<file path="src/rtl/stlc_pkg.sv">
// ----------------------------------------------------------------------------
// stlc_pkg
// Types and fixed constants shared by the tag lookup block.
// ----------------------------------------------------------------------------
`timescale 1ns / 1ps

package stlc_pkg;

    localparam int ADDR_W      = 32;
    localparam int TAG_W       = 32;
    localparam int RAW_SET_W   = 8;
    localparam int WAYS_EXT_W  = 5;
    localparam int PADDR_W     = 4;
    localparam int PDATA_W     = 32;
    localparam int REG_IDX_W   = 2;

    localparam logic [4:0] OFFSET_LIMIT = 5'd16;
    localparam logic [3:0] INDEX_LIMIT  = 4'd8;

    localparam logic [4:0] OFFSET_RESET = 5'd5;
    localparam logic [3:0] INDEX_RESET  = 4'd6;
    localparam logic [3:0] WAYS_RESET   = 4'd4;

    localparam logic [REG_IDX_W-1:0] REG_OFFSET_BITS = 2'd0;
    localparam logic [REG_IDX_W-1:0] REG_INDEX_BITS  = 2'd1;
    localparam logic [REG_IDX_W-1:0] REG_WAYS        = 2'd2;

    typedef struct packed {
        logic [4:0] offset_bits;
        logic [3:0] index_bits;
        logic [3:0] ways;
    } cfg_t;

    typedef struct packed {
        logic busy;
        logic done;
    } red_stat_t;

endpackage

</file>
<file path="src/rtl/stlc_apb_regs.sv">
// ----------------------------------------------------------------------------
// stlc_apb_regs
// APB-style configuration registers: offset bits, index bits and ways.
// ----------------------------------------------------------------------------
`timescale 1ns / 1ps

module stlc_apb_regs
(
    input  logic                         clk,
    input  logic                         rst_n,
    input  logic                         psel,
    input  logic                         penable,
    input  logic                         pwrite,
    input  logic [stlc_pkg::PADDR_W-1:0] paddr,
    input  logic [stlc_pkg::PDATA_W-1:0] pwdata,
    output logic [stlc_pkg::PDATA_W-1:0] prdata,
    output logic                         pready,
    output stlc_pkg::cfg_t               cfg
);

    stlc_pkg::cfg_t                  cfg_reg;
    stlc_pkg::cfg_t                  cfg_next;
    logic [stlc_pkg::REG_IDX_W-1:0] reg_idx;
    logic                            wr_en;

    assign reg_idx = paddr[stlc_pkg::PADDR_W-1:2];
    assign wr_en   = psel && penable && pwrite;
    assign pready  = 1'b1;
    assign cfg     = cfg_reg;

    always_comb
    begin
        cfg_next = cfg_reg;
        if (wr_en)
        begin
            case (reg_idx)
                stlc_pkg::REG_OFFSET_BITS: cfg_next.offset_bits = pwdata[4:0];
                stlc_pkg::REG_INDEX_BITS:  cfg_next.index_bits  = pwdata[3:0];
                stlc_pkg::REG_WAYS:        cfg_next.ways        = pwdata[3:0];
                default:                   cfg_next = cfg_reg;
            endcase
        end
    end

    always_comb
    begin
        case (reg_idx)
            stlc_pkg::REG_OFFSET_BITS: prdata = {27'd0, cfg_reg.offset_bits};
            stlc_pkg::REG_INDEX_BITS:  prdata = {28'd0, cfg_reg.index_bits};
            stlc_pkg::REG_WAYS:        prdata = {28'd0, cfg_reg.ways};
            default:                   prdata = '0;
        endcase
    end

    always_ff @(posedge clk or negedge rst_n)
    begin
        if (!rst_n)
        begin
            cfg_reg.offset_bits <= stlc_pkg::OFFSET_RESET;
            cfg_reg.index_bits  <= stlc_pkg::INDEX_RESET;
            cfg_reg.ways        <= stlc_pkg::WAYS_RESET;
        end
        else
        begin
            cfg_reg <= cfg_next;
        end
    end

endmodule

</file>
<file path="config.mk">
export PLATFORM = sky130hd
export DESIGN_NAME = stlc_apb_regs
export DESIGN_NICKNAME = d
export VERILOG_FILES = /design/src/rtl/stlc_pkg.sv /design/src/rtl/stlc_apb_regs.sv
export SDC_FILE = /design/constraint.sdc
export NUM_CORES = 1
export LEC_CHECK = 0
export ABC_AREA = 1
export BUFFER_PORTS_ARGS = -buffer_cell sky130_fd_sc_hd__buf_4
export CORE_ASPECT_RATIO = 1.75
export CORE_MARGIN = 5
export CORE_UTILIZATION = 35
export CTS_CLUSTER_DIAMETER = 120
export DETAILED_ROUTE_END_ITERATION = 10
export PLACE_DENSITY = 0.87
export REMOVE_ABC_BUFFERS = 1
export SYNTH_ARGS = -nofsm -noshare
export SYNTH_HDL_FRONTEND = slang
export SYNTH_SLANG_ARGS = --single-unit
</file>
<file path="constraint.sdc">
create_clock -name clk -period 1 [get_ports clk]
set_input_delay 0.1 -clock clk [delete_from_list [all_inputs] [get_ports clk]]
set_output_delay 0.1 -clock clk [all_outputs]
set_load 0.1 [all_outputs]
</file>
# ---- Word level (Yosys, flattened, before mapping)
# Cells that the tools add are included.
dict set report word_totals {
  inputBits 41
  mem_count 0
  ram_bits 0
  register_bits 13
  rom_bits 0
  output_inout_bits 46
  latch_bits 0
  wordCells 12
}
dict set report op_classes {
  n_addsub 0
  magnitude_cmp 0
  eq_ne 2
  n_div 0
  reduce_logical 6
  multipliers 0
  shifts 0
  n_bitwise 0
  n_mux 1
}
# op count
set ops {}
lappend ops {{$pmux 5 s3} 1}
lappend ops {{$reduce_and 2->1} 3}
lappend ops {{$eq 2x1->1 const B} 1}
lappend ops {{$eq 2x2->1 const B} 1}
lappend ops {{$logic_and 1x1->1} 2}
lappend ops {{$logic_not 2->1} 1}

# ---- Longest topological paths before layout
# Gate-level depths: netlist (run 1).
dict set report logic_depth {
  word_depth 3
  depth_mapped 6
  ltp_nobuf 6
}

# ---- Worst setup path before layout (run 1)
# OpenSTA, ideal clock, no wires.
dict set report synth_timing {
  kind {reg-to-output}
  startpoint {register cfg_reg, in the netlist cfg[12]}
  endpoint {output port prdata[4] (netlist bit)}
  stages_incl_launch_ff 3
  required_ps 900
  t_arrival_ps 2299
  n_path_buf 0
  setup_slack_ps -1399
  path_cell_list {dfrtp_1 > inv_1 > nor2_1}
}
dict set report synth_via {
  elab_chain_cells 1
}
# element line_no
set synth_rtl {}
lappend synth_rtl {{from (decl)} stlc_apb_regs.sv:21} ;# stlc_pkg::cfg_t cfg_reg;
lappend synth_rtl {{from (signal assigned)} stlc_apb_regs.sv:65} ;# cfg_reg <= cfg_next;
lappend synth_rtl {{$pmux 5 s3} stlc_apb_regs.sv:47} ;# case (reg_idx)
lappend synth_rtl {{to (decl)} stlc_apb_regs.sv:16} ;# output logic [stlc_pkg::PDATA_W-1:0] prdata,
# No other way between the ends.

# ---- Final worst setup path (run 1)
dict set report layout_timing {
  startpoint {register cfg_reg, in the netlist cfg[10]}
  endpoint {output port prdata[2] (netlist bit)}
}
# Same word-level chain as after synthesis.

==> results.cfg, run 1 <==
[floorplanning]
coreArea_um2 = 2460
start_util_pct = 35.7
die_h_um = 76.3
rows = 24
ioPinCount = 87
design.die.area_um2 = 3660
die_x_um = 47.9

[global_routing]
grtUsageTotal_pct = 14.8
grt_start_max_net_pins = 14
grt_pass1_wl_mm = 3.93
grt-ovfl-total = 0
antenna_found_initial = 0
grt_pass1_vias = 878

[route]
remaining_drc_errors = 0
wire_per_inst_um = 14.2
dr.pass1.iters = 4
ant_nets = 0
via_per_inst = 4.41
drt_iter0_markers = 35
wl_mm = 2.72
routed-via-count = 846

[clock_network]
cts_buffer_depth = 2
cts.sinks = 13
insertion_delay_ns = 0.24
htreeDepth = 1
cts_made_buffers = 3
cts-root-buf = clkbuf_8
cts_tree = done
cts.clk_slew.worst_paths_ns = 0.05

[timing]
final.setup_skew_ns = 0
worst_hold_slack_ns = 0.0739
rsz0062_at_grt = yes
min_period_ns = 1.23
setup_tns_ns = -1.79
finalCritPeriodShare_pct = 123
maxSlewViolCount = 0
setup_viol = 13
fmax_mhz = 811
fin_ws_ns = -0.233
hold_viol_final = 0

[placement]
gpl.final_weighted_congestion = 0.902
portBuffers = 29
post-dp-hpwl_mm = 1.73
placed_area_um2 = 1050

[finish]
nets = 208
drive_gt1_share_pct = 47.0
layout_commonest_cell = nand2_1
area_growth_pct = 64.6
nFillCells = 190
fin_area_um2 = 1450
final_cell_mix = 47 x nand2_1, 28 x conb_1, 21 x buf_4
diodes = 0
largest_reg_flops = 13

[min_path]
hold_end = cfg[12]$_DFFE_PN0P_
hold_depth = 3
min-delay-path-class = in -> reg
hp-start = pwdata[4]

[worst_setup_path]
crit_type = reg -> out
reg2reg_to = cfg[5]$_DFFE_PN1P_
arrival_ns = 1.13
crit_family = flip-flops
crit_slowest_cell = dfstp_2
worst-path-buf-inv = 1
critPathRequiredTime_ns = 0.90
start_kind = flop
reg2reg_slack_ns = 0.01
r2r_start = cfg[5]$_DFFE_PN1P_
cp_cell_sequence = nand2_2 -> nand3_4 -> buf_12
critPathMaxStageDelay_ns = 0.54
reg2reg_depth = 5
cp_max_fo = 2
cp-end-kind = primary output

[run]
cap_violations = 0

[synthesis]
yosys_warnings = 0
ys_ff_latch = 13
ys_types = 13
seq_area_frac_synth_pct = 37.7
synthCells = 118
avgSynthCellArea_um2 = 7.45
netlist_area_um2 = 880

[pwr]
vdd_drop_max_mv = 1.63
leakage_uw = 0.000782
cellPowerDensity_nw_per_um2 = 2640

[outcome]
outcome = finished with violations
violations = negative setup slack
## through the flow
| step | setup slack (ns) | util [%] | total power [µW] | cells |
|---|---|---|---|---|
| global route | -0.271 | 58.8 | 3950 | 192 |
| global placement | -0.0502 | 42.5 | 2740 | 175 |
| CTS | -0.202 | 54.1 | 3600 | 185 |
| floorplan | -1.40 | - | 2380 | 116 |
| finish | -0.233 | 58.8 | 3830 | 192 |
| detailed placement | -0.0533 | 42.5 | 2750 | 175 |
## cell families after synthesis
logic type / Yosys count / synth area share, %
other: 2 / 0.854
DFF: 13 / 37.7
and+or+nand+nor: 69 / 35.0
buffers and inverters: 34 / 26.5
## per-layer routing
layer	global-route usage (%)	up-vias	part of all wire, %
met5	0	-	0
met4	7.55	0	1.5
met3	4.26	6	9.6
met2	26.0	60	59
met1	14.2	384	30
li1	-	396	-
## cell usage after synthesis (all sizes together)
cell type   n  area (µm²)
nand3       5        30.0
nand2      58         233
nor2        6        45.0
buf        28         210
dfrtp       8         200
conb        2        7.51
inv         6        22.5
dfstp       5         131
## repair_timing
| item | CTS | global route |
|---|---|---|
| setup endpoints to repair | 18 | 16 |
| hold endpoints to repair | 13 | 0 |
| hold buffers | 1 | 0 |
| resized for setup | 48 | 16 |
| setup buffers | 5 | 8 |
| pin swaps | 6 | 0 |
## how the worst max path moves through the flow
stage                end  cells past startpoint  slack, ns           startpoint
3_3_place_gp   prdata[0]                      3      -0.05   cfg[8]$_DFFE_PN1P_
2_1_floorplan  prdata[4]                      2      -1.40  cfg[12]$_DFFE_PN0P_
5_1_grt        prdata[0]                      3      -0.27   cfg[8]$_DFFE_PN1P_
6_report       prdata[2]                      3      -0.23  cfg[10]$_DFFE_PN1P_
3_5_place_dp   prdata[0]                      3      -0.05   cfg[8]$_DFFE_PN1P_
4_1_cts        prdata[0]                      3      -0.20   cfg[8]$_DFFE_PN1P_
## area by class of cell
| class | instances | area, µm² | area share [%] |
|---|---|---|---|
| well taps | 26 | 32.5 | 2.25 |
| repair buffers | 46 | 563 | 38.9 |
| flip-flops and latches | 13 | 332 | 22.9 |
| multi-input cells | 97 | 453 | 31.3 |
| inverters | 6 | 22.5 | 1.56 |
| clock buffers | 4 | 45.0 | 3.11 |
## power by group
part	switching, µW	leakage [µW]	internal [µW]	total [µW]
clock network	178	0.0000228	281	459
logic	1820	0.000606	773	2590
registers	112	0.000154	666	778
total	2110	0.000782	1720	3830
## tightest hold or removal path: cells and delay by family
kind	cells	cell delay [ns]
buffers and inverters	1	0.07
and+or+nand+nor	2	0.11
Note: power is estimated with default switching activity, not from simulation.
==> inputs of run 2 (changes only) <==
--- a/config.mk
+++ b/config.mk
@@ -8,11 +8,12 @@
 export ABC_AREA = 1
 export BUFFER_PORTS_ARGS = -buffer_cell sky130_fd_sc_hd__buf_4
 export CORE_ASPECT_RATIO = 1.75
-export CORE_MARGIN = 5
+export CORE_MARGIN = 1.5
 export CORE_UTILIZATION = 35
 export CTS_CLUSTER_DIAMETER = 120
 export DETAILED_ROUTE_END_ITERATION = 10
 export PLACE_DENSITY = 0.87
+export RECOVER_POWER = 25
 export REMOVE_ABC_BUFFERS = 1
 export SYNTH_ARGS = -nofsm -noshare
 export SYNTH_HDL_FRONTEND = slang
==> results.cfg, run 2 (same netlist as run 1, synthesis figures left out) <==
[outcome]
outcome = finished with violations
violations = negative setup slack

[finish]
nets = 204
layout_commonest_cell = nand2_1
multi_input_area_um2 = 453
regArea_um2 = 332
diodes = 0
final_cell_mix = 47 x nand2_1, 28 x conb_1, 17 x buf_4
fin_area_um2 = 1410
nFillCells = 187
largest_reg_flops = 13
area_growth_pct = 59.7
drive_gt1_share_pct = 45.1

[clock_network]
cts_made_buffers = 3
cts.clk_slew.worst_paths_ns = 0.05
htreeDepth = 1
cts.sinks = 13
cts_buffer_depth = 2
cts_tree = done
insertion_delay_ns = 0.25
cts-root-buf = clkbuf_8

[pwr]
leakage_uw = 0.000756
cellPowerDensity_nw_per_um2 = 2700
vdd_drop_max_mv = 1.51

[run]
cap_violations = 0

[worst_setup_path]
critPathMaxStageDelay_ns = 0.54
cp_cell_sequence = nand2_2 -> nand3_2 -> buf_12
start_kind = flop
cp_max_fo = 2
cp-end-kind = primary output
critPathRequiredTime_ns = 0.90
arrival_ns = 1.15
crit_type = reg -> out
crit_slowest_cell = dfstp_2

[min_path]
min-delay-path-class = in -> reg

[timing]
worst_pin_slew_ns = 0.670
final.setup_skew_ns = 0
setup_viol = 13
finalCritPeriodShare_pct = 125
hold_viol_final = 0
maxSlewHeadroom_pct = 55.3
fmax_mhz = 797
min_period_ns = 1.25
setup_tns_ns = -1.85
maxSlewViolCount = 0
fin_ws_ns = -0.255
rsz0062_at_grt = yes

[floorplanning]
design.die.area_um2 = 2830
coreArea_um2 = 2330
die_h_um = 69.3
rows = 23
start_util_pct = 37.7
die_x_um = 40.9
ioPinCount = 87

[global_routing]
grt.met2_usage_pct = 34.4
grt_pass1_vias = 879
grt-ovfl-total = 0
grt-busiest-layer = met2
use_met3_pct = 7.05
grtUsageTotal_pct = 21.1
antenna_found_initial = 0
grt_start_max_net_pins = 14
grt_pass1_wl_mm = 3.91
use_met1_pct = 14.9

[route]
via_per_inst = 4.64
ant_nets = 0
dr.pass1.iters = 4
wl_mm = 2.83
drt_iter0_markers = 14
remaining_drc_errors = 0
routed-via-count = 868
wire_per_inst_um = 15.1

[placement]
portBuffers = 29
placed_area_um2 = 1050
place_ws_ns = -0.0576
post-dp-hpwl_mm = 1.57
gpl.final_weighted_congestion = 0.683
## run 2: critical path: cells and delay by family (launching register included)
family        cells  cell delay, ns
flops             1            0.54
simple gates      2            0.19
buf+inv           1            0.18
## run 2: final timing paths
check                           slack [ns]  cells past startpoint                   to                 from
worst max-delay path                 -0.25                      3            prdata[2]  cfg[10]$_DFFE_PN1P_
worst min-delay path                  0.06                      3  cfg[12]$_DFFE_PN0P_            pwdata[4]
worst max register to register        0.03                      5   cfg[6]$_DFFE_PN1P_   cfg[6]$_DFFE_PN1P_
worst min register to register        0.53                      2   cfg[0]$_DFFE_PN0P_   cfg[0]$_DFFE_PN0P_
max in group asynchronous             0.17                      2   cfg[9]$_DFFE_PN0P_                rst_n
min in group asynchronous             0.40                      2   cfg[7]$_DFFE_PN0P_                rst_n
## run 2: area by class of cell
cell class	instances	share of cell area [%]
sequential	13	23.6
clock buffer	4	3.21
timing repair buffer	42	37.1
inverter	6	1.60
multi-input combinational	97	32.2
tap	25	2.23
## run 2: layer usage
layer,part of all wire [%],up-vias
met1,28,402
met3,8.1,14
li1,-,389
met5,0,-
met4,6.0,0
met2,58,63
## run 2: per-stage QoR
step	hold WS, ns	cells	util (%)	total power [µW]
floorplan	-0.196	116	-	2380
global placement	-0.0546	174	44.9	2730
detailed placement	-0.0526	174	44.9	2740
CTS	0.0570	183	56.3	3580
global route	0.0686	187	60.3	3910
finish	0.0573	187	60.3	3790
## run 2: what timing repair did
| action | in CTS | in global routing |
|---|---|---|
| endpoints found under the setup margin | 18 | 15 |
| setup buffers | 4 | 4 |
| gates resized for setup | 45 | 16 |
| pin swaps | 5 | 4 |
| endpoints found under the hold margin | 13 | 0 |
| hold buffers | 1 | 0 |
## run 2: power breakdown
group | switching, µW | internal, µW | leakage [µW]
Clock | 190 | 282 | 0.0000228
Sequential | 106 | 666 | 0.000154
Combinational | 1820 | 723 | 0.000579
Total | 2120 | 1670 | 0.000756
